## src/design/ntc_pkg.sv

```systemverilog
// Shared constants and types for the numeric text token checker.
// Character codes, lexer state codes and the lexer step result struct.
`default_nettype none

package ntc_pkg;

    // Character codes
    localparam logic [7:0] CH_HASH  = 8'h23;
    localparam logic [7:0] CH_E     = 8'h65;
    localparam logic [7:0] CH_POINT = 8'h2E;
    localparam logic [7:0] CH_MINUS = 8'h2D;
    localparam logic [7:0] CH_PLUS  = 8'h2B;
    localparam logic [7:0] CH_0     = 8'h30;
    localparam logic [7:0] CH_9     = 8'h39;
    localparam logic [7:0] CH_COMMA = 8'h2C;
    localparam logic [7:0] CH_SPACE = 8'h20;
    localparam logic [7:0] CH_TAB   = 8'h09;
    localparam logic [7:0] CH_LF    = 8'h0A;
    localparam logic [7:0] CH_CR    = 8'h0D;

    // Lexer state codes
    localparam int unsigned STATE_W = 4;
    localparam logic [STATE_W-1:0] ST_OUT      = 4'd0;
    localparam logic [STATE_W-1:0] ST_SIGN     = 4'd1;
    localparam logic [STATE_W-1:0] ST_ZERO     = 4'd2;
    localparam logic [STATE_W-1:0] ST_INT      = 4'd3;
    localparam logic [STATE_W-1:0] ST_POINT    = 4'd4;
    localparam logic [STATE_W-1:0] ST_FRAC     = 4'd5;
    localparam logic [STATE_W-1:0] ST_EXP      = 4'd6;
    localparam logic [STATE_W-1:0] ST_EXP_SIGN = 4'd7;
    localparam logic [STATE_W-1:0] ST_EXP_DIG  = 4'd8;
    localparam logic [STATE_W-1:0] ST_COMMENT  = 4'd9;
    localparam logic [STATE_W-1:0] ST_ERROR    = 4'd10;

    // Result of one lexer step
    typedef struct packed {
        logic [STATE_W-1:0] next_state;
        logic               keep;
        logic               done;
        logic               abort_tok;
    } ntc_step_t;

endpackage

`default_nettype wire

```

## src/design/numeric_text_token_checker_top.sv

```systemverilog
// Path: an accepted item passes the input register, then the result register;
// m_ready low can hold it in either stage.
// Throughput: one item per cycle while m_ready does not stall the result stage.
// Reset (aresetn low, synchronous): both stages empty, lexer outside any token.
// Depends on ntc_pkg and ntc_lexer.
`default_nettype none

module numeric_text_token_checker_top
    import ntc_pkg::*;
(
    input  wire logic       aclk,
    input  wire logic       aresetn,
    input  wire logic       s_valid,
    output logic            s_ready,
    input  wire logic [7:0] s_char_in,
    output logic            m_valid,
    input  wire logic       m_ready,
    output logic [7:0]      m_char_out,
    output logic            m_keep_char,
    output logic            m_token_done,
    output logic            m_token_abort,
    output logic            m_error
);

    logic               in_valid_reg;
    logic [7:0]         in_char_reg;
    logic [STATE_W-1:0] lex_state_reg;
    logic               out_valid_reg;
    logic [7:0]         out_char_reg;
    logic               out_keep_reg;
    logic               out_done_reg;
    logic               out_abort_reg;
    logic               out_error_reg;
    logic               advance;
    ntc_step_t          step;

    // Move the held item into the result register when there is room
    assign advance = in_valid_reg && (!out_valid_reg || m_ready);
    assign s_ready = !in_valid_reg || advance;

    ntc_lexer u_lexer (
        .state_in (lex_state_reg),
        .char_in  (in_char_reg),
        .step_out (step)
    );

    // Input stage
    always_ff @(posedge aclk) begin
        if (!aresetn) begin
            in_valid_reg <= 1'b0;
        end else if (s_ready) begin
            in_valid_reg <= s_valid;
        end
    end

    always_ff @(posedge aclk) begin
        if (s_valid && s_ready) begin
            in_char_reg <= s_char_in;
        end
    end

    // Lexer state advances once per item
    always_ff @(posedge aclk) begin
        if (!aresetn) begin
            lex_state_reg <= ST_OUT;
        end else if (advance) begin
            lex_state_reg <= step.next_state;
        end
    end

    // Result stage
    always_ff @(posedge aclk) begin
        if (!aresetn) begin
            out_valid_reg <= 1'b0;
        end else if (advance) begin
            out_valid_reg <= 1'b1;
        end else if (m_ready) begin
            out_valid_reg <= 1'b0;
        end
    end

    always_ff @(posedge aclk) begin
        if (advance) begin
            out_char_reg  <= in_char_reg;
            out_keep_reg  <= step.keep;
            out_done_reg  <= step.done;
            out_abort_reg <= step.abort_tok;
            out_error_reg <= (step.next_state == ST_ERROR);
        end
    end

    assign m_valid       = out_valid_reg;
    assign m_char_out    = out_char_reg;
    assign m_keep_char   = out_keep_reg;
    assign m_token_done  = out_done_reg;
    assign m_token_abort = out_abort_reg;
    assign m_error       = out_error_reg;

endmodule

`default_nettype wire

```

## src/design/ntc_lexer.sv

```systemverilog
// Combinational lexer step: current state and one byte in, next state and flags out.
// Depends on ntc_pkg.
`default_nettype none

module ntc_lexer
    import ntc_pkg::*;
(
    input  wire logic [STATE_W-1:0] state_in,
    input  wire logic [7:0]         char_in,
    output ntc_step_t               step_out
);

    logic is_delim;
    logic is_digit;
    logic tok_complete;
    logic tok_pending;

    // Character and state classes
    always_comb begin
        is_delim     = char_in inside {CH_COMMA, CH_SPACE, CH_TAB, CH_LF, CH_CR};
        is_digit     = char_in inside {[CH_0:CH_9]};
        tok_complete = state_in inside {ST_ZERO, ST_INT, ST_FRAC, ST_EXP_DIG};
        tok_pending  = state_in inside {[ST_SIGN:ST_EXP_DIG]};
    end

    // Transition table
    always_comb begin
        step_out.next_state = state_in;
        step_out.keep       = 1'b0;
        step_out.done       = 1'b0;
        step_out.abort_tok  = 1'b0;

        if (state_in > ST_COMMENT) begin
            // error state and unused codes
            step_out.next_state = ST_ERROR;
        end else if (char_in == CH_HASH) begin
            step_out.abort_tok  = tok_pending;
            step_out.next_state = ST_COMMENT;
        end else if (state_in == ST_COMMENT) begin
            if (char_in == CH_LF || char_in == CH_CR) begin
                step_out.next_state = ST_OUT;
            end
        end else if (is_delim) begin
            if (tok_complete) begin
                step_out.done       = 1'b1;
                step_out.next_state = ST_OUT;
            end else if (state_in != ST_OUT) begin
                step_out.next_state = ST_ERROR;
            end
        end else if (is_digit) begin
            step_out.keep = 1'b1;
            case (state_in)
                ST_OUT, ST_SIGN: begin
                    step_out.next_state = (char_in == CH_0) ? ST_ZERO : ST_INT;
                end
                ST_POINT: begin
                    step_out.next_state = ST_FRAC;
                end
                ST_EXP, ST_EXP_SIGN: begin
                    step_out.next_state = ST_EXP_DIG;
                end
                ST_ZERO: begin
                    // digit after a leading zero
                    step_out.keep       = 1'b0;
                    step_out.next_state = ST_ERROR;
                end
                default: begin
                    // integer, fraction and exponent digits hold their state
                    step_out.next_state = state_in;
                end
            endcase
        end else if (char_in == CH_POINT) begin
            if (state_in == ST_INT || state_in == ST_ZERO) begin
                step_out.keep       = 1'b1;
                step_out.next_state = ST_POINT;
            end else begin
                step_out.next_state = ST_ERROR;
            end
        end else if (char_in == CH_E) begin
            if (state_in == ST_INT || state_in == ST_FRAC) begin
                step_out.keep       = 1'b1;
                step_out.next_state = ST_EXP;
            end else begin
                step_out.next_state = ST_ERROR;
            end
        end else if (char_in == CH_MINUS) begin
            if (state_in == ST_OUT) begin
                step_out.keep       = 1'b1;
                step_out.next_state = ST_SIGN;
            end else if (state_in == ST_EXP) begin
                step_out.keep       = 1'b1;
                step_out.next_state = ST_EXP_SIGN;
            end else begin
                step_out.next_state = ST_ERROR;
            end
        end else if (char_in == CH_PLUS) begin
            if (state_in == ST_EXP) begin
                step_out.keep       = 1'b1;
                step_out.next_state = ST_EXP_SIGN;
            end else begin
                step_out.next_state = ST_ERROR;
            end
        end else begin
            step_out.next_state = ST_ERROR;
        end
    end

endmodule

`default_nettype wire

```

## config.mk

```make
export PLATFORM = sky130hd
export DESIGN_NAME = numeric_text_token_checker_top
export DESIGN_NICKNAME = d
export VERILOG_FILES = /design/src/design/ntc_pkg.sv /design/src/design/numeric_text_token_checker_top.sv /design/src/design/ntc_lexer.sv
export SDC_FILE = /design/constraint.sdc
export NUM_CORES = 1
export LEC_CHECK = 0
export BUFFER_PORTS_ARGS = -buffer_cell sky130_fd_sc_hd__buf_2
export CORE_UTILIZATION = 40
export CTS_BUF_LIST = sky130_fd_sc_hd__clkbuf_8
export DETAILED_ROUTE_END_ITERATION = 6
export PLACE_DENSITY = 0.64
export SLEW_MARGIN = 20
export SYNTH_ARGS = -nofsm -noshare
export SYNTH_HDL_FRONTEND = slang
export SYNTH_SLANG_ARGS = --single-unit
```

## constraint.sdc

```tcl
create_clock -name aclk -period 1.6 [get_ports aclk]
set_input_delay 0.16 -clock aclk [delete_from_list [all_inputs] [get_ports aclk]]
set_output_delay 0.16 -clock aclk [all_outputs]
set_load 0.005 [all_outputs]
```

# Word level (Yosys, flattened, before mapping)
# Cells that the tools add are included.
dict set report classes {
  magnitude_cmp 5
  n_eq_ne 21
  n_mux 26
  n_bitwise 2
  n_reduce_logical 21
}
# op n
set ops {}
lappend ops {{== test 8 x 6 -> 1 bit, second input constant} 7}
lappend ops {{2-to-1 mux 4 bit} 11}
lappend ops {{2-to-1 mux 5 bit} 5}
lappend ops {{== test 8 x 4 -> 1 bit, second input constant} 3}
lappend ops {{== test 4 x 3 -> 1 bit, second input constant} 4}
lappend ops {{one-hot mux 4 bit (4 select lines)} 1}
lappend ops {{== test 4 bit, second input constant} 3}
lappend ops {{2-to-1 mux 1 bit} 9}
lappend ops {{== test 4 x 2 -> 1 bit, second input constant} 2}
lappend ops {{== test 8 x 7 -> 1 bit, second input constant} 1}
lappend ops {{>= comparator 8 x 6 -> 1 bit, second input constant} 1}
lappend ops {{<= comparator 8 x 6 -> 1 bit, second input constant} 1}
lappend ops {{nonzero test 4 bit} 2}
lappend ops {{OR reduction 4 bit} 2}
lappend ops {{OR reduction 2 bit} 3}
lappend ops {{logical OR 1 bit} 5}
lappend ops {{nonzero test 5 bit} 1}
lappend ops {{== test 4 x 1 -> 1 bit, second input constant} 1}
lappend ops {{>= comparator 4 x 1 -> 1 bit, second input constant} 1}
lappend ops {{greater-than comparator 4 bit, second input constant} 1}
lappend ops {{<= comparator 4 bit, second input constant} 1}
lappend ops {{logical AND 1 bit} 4}
lappend ops {{logical NOT 4 bit} 1}
lappend ops {{logical NOT 1 bit} 2}
lappend ops {{2 further kinds} 3}
dict set report totals {
  register_bits 26
  inputBits 12
  out_inout_bits 14
  word_cells 84
}

# Logic depth before layout (Yosys ltp)
# Gate-level depths: netlist of the first run.
dict set report logic_depth {
  word_depth 12
  ltp_mapped 8
  depth_no_buf 6
}

# Cells and area by module
# A second synthesis of the first run with hierarchy kept.
dict set report unflattened {
  cells_unflattened 154
  hier_area_um2 1570.3
}
# module n_inst cells_each area_each_um2 seq_area_each_um2
set modules_own_cells {}
lappend modules_own_cells {numeric_text_token_checker_top 1 48 868.3 720.7}
lappend modules_own_cells {ntc_lexer 1 106 701.9 0.0}

# Least setup slack after synthesis of the first run
# OpenSTA, ideal clock, no wires.
dict set report synth_path {
  kind {reg2reg}
  start {register in_char_reg[1]}
  end {register out_error_reg, in the netlist m_error (data pin)}
  setup_time_ps 268
  arrival_ps 1436
  slack_ps -103
  path_stages_with_launch 8
  path_buffers 1
  synth_period_minus_slack_ps 1703
  path_cell_list {edfxtp_1 > buf_2 > nor4b_1 > nand2_1 > a21oi_1 > nor3_1 > a21oi_1 > nor4_1}
}
dict set report synth_between {
  elab_chain_cells 11
  word_cells_on_any_way 29
}
# item line_no
set synth_lines {}
lappend synth_lines {{start: declaration} numeric_text_token_checker_top.sv:26} ;# logic [7:0] in_char_reg;
lappend synth_lines {{start signal: assignment} numeric_text_token_checker_top.sv:58} ;# in_char_reg <= s_char_in;
lappend synth_lines {{== test 8 x 6 -> 1 bit} ntc_lexer.sv:96} ;# end else if (char_in == CH_PLUS) begin
lappend synth_lines {{2-to-1 mux 4 bit} ntc_lexer.sv:96}
lappend synth_lines {{2-to-1 mux 5 bit} ntc_lexer.sv:86} ;# end else if (char_in == CH_MINUS) begin
lappend synth_lines {{2-to-1 mux 5 bit} ntc_lexer.sv:79} ;# end else if (char_in == CH_E) begin
lappend synth_lines {{2-to-1 mux 5 bit} ntc_lexer.sv:72} ;# end else if (char_in == CH_POINT) begin
lappend synth_lines {{2-to-1 mux 5 bit} ntc_lexer.sv:50} ;# end else if (is_digit) begin
lappend synth_lines {{2-to-1 mux 4 bit} ntc_lexer.sv:43} ;# end else if (is_delim) begin
lappend synth_lines {{2-to-1 mux 4 bit} ntc_lexer.sv:39} ;# end else if (state_in == ST_COMMENT) begin
lappend synth_lines {{2-to-1 mux 4 bit *} ntc_lexer.sv:36} ;# end else if (char_in == CH_HASH) begin
lappend synth_lines {{2-to-1 mux 4 bit *} ntc_lexer.sv:33} ;# if (state_in > ST_COMMENT) begin
lappend synth_lines {{== test 4 bit *} numeric_text_token_checker_top.sv:88} ;# out_error_reg <= (step.next_state == ST_ERROR);
lappend synth_lines {{end signal: assignment} numeric_text_token_checker_top.sv:88}
lappend synth_lines {{end: declaration} numeric_text_token_checker_top.sv:33} ;# logic out_error_reg;
# Every way passes the cells marked *; elsewhere a longest branch is shown, timed or not.
# A chain may end at the register's enable or synchronous reset.

# Worst setup path after layout of the first run
dict set report layout_path {
  start {register in_char_reg[4]}
  end {register out_error_reg, in the netlist m_error (data pin)}
}
# Same word-level chain as after synthesis.

==> flow_metrics.py, run 1 <==
metrics = {
    "run_status": {
        "outcome": "finished with violations",
        "violations": "negative setup slack",
    },
    "critical_path": {
        "crit_fanout": 6,
        "crit_required_ns": 1.70,
        "r2r_slack_ns": -0.28,
        "endpoint_kind": "flop",
        "slowest_delay_ns": 0.57,
        "critPathLaunchType": "flop",
        "worstPathCellList": "buf_4 > nand3b_1 > buf_6 > a21oi_4 > nor3_2 > a21oi_2 > nor4_1",
        "crit_arrival_ns": 1.99,
        "crit_slowest_cell": "edfxtp_1",
        "crit_type": "flop to flop",
    },
    "sta": {
        "holdWs_ns": 0.0515,
        "setup_slack_ns": -0.282,
        "min_period_over_period_pct": 118,
        "rsz0062_at_grt": "true",
        "skew_ns": 0.00277,
        "hold_viol_final": 0,
        "worst_slew_pin_slew_ns": 0.352,
        "fmax_mhz": 531,
        "drv_slew": 0,
        "period_needed_ns": 1.88,
        "setup_viol": 7,
        "slew_headroom_pct": 76.5,
    },
    "drt": {
        "finalWirelength_um": 4030,
        "wl_per_cell_um": 16.2,
        "ant_nets": 0,
        "via_per_inst": 5.59,
        "drt-initial-drc-count": 71,
        "vias": 1391,
        "drc": 0,
        "detail_route.first_pass.iterations": 5,
    },
    "cts": {
        "clock_path_buffers": 2,
        "cts_hold_buf": 0,
        "insertion_delay_ns": 0.27,
        "clk_pin_slew_worst_paths_ns": 0.10,
        "clock_sinks": 26,
        "htree_levels": 1,
        "ctsRootBufferMaster": "clkbuf_8",
        "cts_tree": "done",
        "cts_buffers": 3,
    },
    "synthesis": {
        "synth_compound_area_share_pct": 16.1,
        "synth-main-ff-cell": "edfxtp_1",
        "netlist_instances": 134,
        "syn_area_um2": 1380,
        "synth_top_family_by_area": "simple AND/OR/NAND/NOR gates",
        "synth_top_area_cell": "edfxtp_1",
        "synthSimpleGateAreaFrac_pct": 24.2,
        "synth_xor_area_share_pct": 1.90,
        "synth_fa_ha_area_share_pct": 0,
        "ys_seq_elements": 26,
        "yosysWarnings": 0,
        "synth_seq_area_share_pct": 52.1,
        "muxShareOfSynthArea_pct": 0.724,
        "synth_edf_count": 20,
        "synthDistinctLibCells": 45,
        "async_reset_ff_share_pct": 0,
        "synth_area_leaders": "edfxtp_1 (43%), dfxtp_1 (8.7%), a21oi_1 (3.3%)",
        "synth_nets": 146,
        "postSynthAreaPerCell_um2": 10.3,
        "synth_top_area_share_pct": 43.4,
    },
    "finish": {
        "drive_above_1_share_pct": 57.1,
        "num_antenna_cells": 0,
        "finalCoreUtilization_pct": 69.7,
        "fillCellCount": 220,
        "final_nets": 218,
        "area_delta_synth_final_pct": 58.9,
        "post-route-cell-area_um2": 2200,
    },
    "floorplan": {
        "io_pins": 26,
        "die_w_um": 60.8,
        "core_area_um2": 3150,
        "dieHeight_um": 60.8,
        "std_cell_rows": 20,
        "die_area_um2": 3700,
        "start_util_pct": 43.8,
    },
    "global_route": {
        "grt_antenna_before_repair": 0,
        "grt_pass1_wl_um": 6020,
        "grt_pass1_vias": 1313,
        "grt_util_met1_pct": 29.7,
        "grt_max_degree": 16,
        "use_met2_pct": 35.5,
        "met3_usage_pct": 6.40,
        "grtUsageTotal_pct": 23.1,
        "grt_most_used_layer": "met2",
        "overflow": 0,
    },
    "place": {
        "hpwl_um": 2490,
        "gp_congestion": 0.932,
        "post_dp_cell_area_um2": 1830,
        "port_buffers": 25,
    },
    "run": {
        "max-cap-violations": 0,
    },
    "power": {
        "power.density_nw_per_um2": 754,
        "peakVddDrop_mv": 0.460,
        "cellLeakagePower_uw": 0.000869,
    },
    "min_path": {
        "hold_class": "input pin to flop",
    },
}
## synth_stat cells (2+ instances only)
cell type,number
o22ai_1,2
nand2_1,4
buf_4,2
inv_1,4
clkbuf_1,2
a21oi_1,9
a21o_1,2
dfxtp_1,6
o21ai_0,5
nor2_1,11
and3_1,2
nand3_1,4
and2_1,3
a211oi_1,2
nor3_1,6
o21ai_1,3
a41oi_1,2
edfxtp_1,20
buf_2,4
nor2b_1,5
xnor2_1,2
nand2b_1,3
nor4_1,6
nand4_1,2
o21a_1,3
## final cells by class
cell class                 instances  area (um^2)  area share [%]
multi-input combinational         94          787            35.8
sequential                        26          724            33.0
timing repair buffer              76          541            24.6
tap                               44         55.1            2.51
clock buffer                       3         41.3            1.88
clock inverter                     1         30.0            1.37
inverter                           5         18.8           0.854
## logic make-up (layout without fill, tap and decap cells)
group                     count (synthesis)  after routing
AOI/OAI and AO/OA                        34             34
xor gates and xnor gates                  3              3
buffers and inverters                    14             85
DFF                                      26             26
muxes                                     1              1
and+or+nand+nor                          56             56
## routing by layer
metal,vias up,wire [um],part of all wire (%)
li1,658,-,-
met1,645,1670,41
met2,70,1990,49
met3,18,243,6.0
met4,0,133,3.3
met5,-,0,0
## report_power, final
part           switching, uW  internal [uW]  total, uW  leakage [uW]
clock network            222            335        557     0.0000357
registers               32.9            766        798      0.000241
logic                    145            158        302      0.000592
## what timing repair did
| item | 4_1_cts | 5_1_grt |
|---|---|---|
| buffers inserted | 11 | 2 |
| resized for setup | 25 | 18 |
| setup endpoints to repair | 6 | 7 |
| pin swaps | 14 | 8 |
## cells in the final DEF, fill, tap and decap left out, types with 3 or more instances in the layout
master and count:
a21oi_1 5, a21oi_2 3, and2_1 3, buf_2 26, buf_4 43, buf_6 6
clkbuf_8 3, dfxtp_1 3, dfxtp_2 3, edfxtp_1 20, inv_1 4, nand2_1 3
nand2b_1 3, nand3_1 4, nor2_1 7, nor2_2 3, nor2b_1 4, nor3_1 4
nor4_2 3, o21a_1 3, o21ai_0 4
## stage by stage
stage | setup slack (ns) | TNS (ns) | total power, uW | instances
2_1_floorplan | -0.0320 | -0.0320 | 919 | 134
3_3_place_gp | -0.292 | -1.26 | 1030 | 232
4_1_cts | -0.195 | -0.762 | 1630 | 247
3_5_place_dp | -0.288 | -1.31 | 1030 | 232
6_report | -0.282 | -1.24 | 1660 | 249
5_1_grt | -0.347 | -1.81 | 1710 | 249
## final timing paths
kind,from,to,depth (start not counted)
worst max register to register,in_char_reg[4],m_error,7
worst max-delay path,in_char_reg[4],m_error,7
worst min-delay path,s_char_in[0],in_char_reg[0],1
worst min register to register,in_valid_reg,m_valid,1
## critical path, delay by kind of cell (launching register included)
kind | cells | cell delay [ns]
flip-flops | 1 | 0.57
AND/OR/NAND/NOR | 3 | 0.68
AO/OA/AOI/OAI | 2 | 0.13
buffers and inverters | 2 | 0.33
Power figures use the tool's default switching activity.
==> inputs of run 2 (changes only) <==
--- a/config.mk
+++ b/config.mk
@@ -6,10 +6,11 @@
 export NUM_CORES = 1
 export LEC_CHECK = 0
 export BUFFER_PORTS_ARGS = -buffer_cell sky130_fd_sc_hd__buf_2
-export CORE_UTILIZATION = 40
+export CORE_UTILIZATION = 51
 export CTS_BUF_LIST = sky130_fd_sc_hd__clkbuf_8
 export DETAILED_ROUTE_END_ITERATION = 6
-export PLACE_DENSITY = 0.64
+export GPL_ROUTABILITY_DRIVEN = 0
+export PLACE_DENSITY = 0.78
 export SLEW_MARGIN = 20
 export SYNTH_ARGS = -nofsm -noshare
 export SYNTH_HDL_FRONTEND = slang
==> flow_metrics.py, run 2 (synthesis results as in run 1) <==
metrics = {
    "run_status": {
        "violations": "negative setup slack",
        "outcome": "finished with violations",
    },
    "run": {
        "max-cap-violations": 0,
    },
    "sta": {
        "worst_slew_pin_slew_ns": 0.430,
        "hold_viol_final": 0,
        "fmax_mhz": 513,
        "skew_ns": 0.00133,
        "setup_slack_ns": -0.348,
        "setup_viol": 7,
        "period_needed_ns": 1.95,
        "drv_slew": 0,
        "rsz0062_at_grt": "true",
        "setup_tns_ns": -1.82,
        "slew_headroom_pct": 70.9,
        "min_period_over_period_pct": 122,
    },
    "min_path": {
        "hold_class": "input pin to flop",
    },
    "floorplan": {
        "io_pins": 26,
        "core_area_um2": 2520,
        "start_util_pct": 54.8,
        "die_area_um2": 2920,
        "dieHeight_um": 54.1,
        "std_cell_rows": 18,
        "die_w_um": 54.1,
    },
    "global_route": {
        "overflow": 0,
        "grtUsageTotal_pct": 30.1,
        "grt_max_degree": 16,
        "grt_pass1_wl_um": 6020,
        "grt_pass1_vias": 1303,
        "grt_antenna_before_repair": 0,
    },
    "critical_path": {
        "slowest_delay_ns": 0.56,
        "endpoint_kind": "flop",
        "worstPathCellList": "nor2_4 > nand3b_1 > buf_4 > nor4_2 > nor3_2 > nor2_1 > nor4_2",
        "crit_slowest_cell": "edfxtp_1",
        "crit_required_ns": 1.63,
        "cpMostUsedCell": "nor4_2",
        "critPathLaunchType": "flop",
        "crit_fanout": 5,
        "crit_arrival_ns": 1.98,
        "crit_type": "flop to flop",
    },
    "finish": {
        "area_delta_synth_final_pct": 47.7,
        "drive_above_1_share_pct": 51.0,
        "final_nets": 207,
        "final_cell_mix": "buf_4 (37), buf_2 (26), edfxtp_1 (20), nor2_1 (8)",
        "post-route-cell-area_um2": 2040,
        "num_antenna_cells": 0,
        "final_common_cell": "buf_4",
    },
    "power": {
        "p_comb_share_pct": 17.1,
        "peakVddDrop_mv": 0.830,
        "swShare_pct": 24.5,
        "power.density_nw_per_um2": 802,
        "pwr-share-seq_pct": 48.9,
        "cellLeakagePower_uw": 0.000799,
        "clockPowerShare_pct": 34.0,
        "p_int_uw": 1240,
        "switching_power_uw": 402,
    },
    "cts": {
        "cts_tree": "done",
        "clock_path_buffers": 2,
        "clock_sinks": 26,
        "insertion_delay_ns": 0.28,
        "htree_levels": 1,
        "cts_buffers": 3,
        "clk_pin_slew_worst_paths_ns": 0.09,
        "ctsRootBufferMaster": "clkbuf_8",
    },
    "drt": {
        "drt-initial-drc-count": 118,
        "drc": 0,
        "wl_met3_um": 493,
        "vias": 1465,
        "wl_per_cell_um": 20.6,
        "met2WireLength_um": 2160,
        "top_layer": "met4",
        "wl_met1_um": 1700,
        "finalWirelength_um": 4610,
        "via_per_inst": 6.54,
        "ant_nets": 0,
        "detail_route.first_pass.iterations": 5,
    },
    "place": {
        "port_buffers": 25,
        "hpwl_um": 2440,
        "post_dp_cell_area_um2": 1720,
    },
}
[run 2: cell type report]
class	count	area, um^2
Clock buffer	3	41.3
Multi-Input combinational cell	94	762
Timing Repair Buffer	65	430
Tap cell	30	37.5
Clock inverter	1	30.0
Fill cell	143	480
Sequential cell	26	722
Inverter	5	18.8
[run 2: stage by stage]
| stage | total power [uW] | worst slack (ns) | std cells | hold slack (ns) | utilization [%] |
|---|---|---|---|---|---|
| 2_1_floorplan | 919 | -0.0320 | 134 | 0.259 | - |
| 6_report | 1640 | -0.348 | 224 | 0.0527 | 81.0 |
| 3_3_place_gp | 1000 | -0.208 | 207 | 0.336 | 68.1 |
| 4_1_cts | 1570 | -0.236 | 217 | 0.0583 | 76.7 |
| 3_5_place_dp | 1010 | -0.351 | 207 | 0.339 | 68.1 |
| 5_1_grt | 1680 | -0.436 | 224 | 0.0454 | 81.0 |
[run 2: final timing paths]
| kind | start | cells past startpoint | slack [ns] | end |
|---|---|---|---|---|
| setup / recovery | in_char_reg[7] | 7 | -0.35 | m_error |
| setup reg to reg | in_char_reg[7] | 7 | -0.35 | m_error |
| hold reg to reg | in_valid_reg | 1 | 0.54 | m_valid |
| hold / removal | s_char_in[0] | 1 | 0.05 | in_char_reg[0] |
[run 2: timing repair]
item	in CTS	in global routing
pin swaps	11	9
setup buffers	6	7
setup endpoints to repair	6	7
resized for setup	20	10
hold buffers	0	0
[run 2: worst max-delay path, delay by kind of cell (launching register included)]
| family | cells | cell delay, ns |
|---|---|---|
| buffers and inverters | 1 | 0.17 |
| AND/OR/NAND/NOR | 6 | 0.97 |
| flip-flops | 1 | 0.56 |
[run 2: layer usage]
layer	up-vias	GRT usage [%]
li1	629	-
met1	663	36.5
met2	138	47.7
met3	35	5.37
met4	0	21.4
met5	-	0
[run 2: power groups by stage]
stage	Sequential [uW]	Clock [uW]	Combinational, uW
finish	801	557	280
global placement	810	0	194
CTS	797	541	236
floorplan	802	0	117
detailed placement	812	0	202
global route	806	575	298
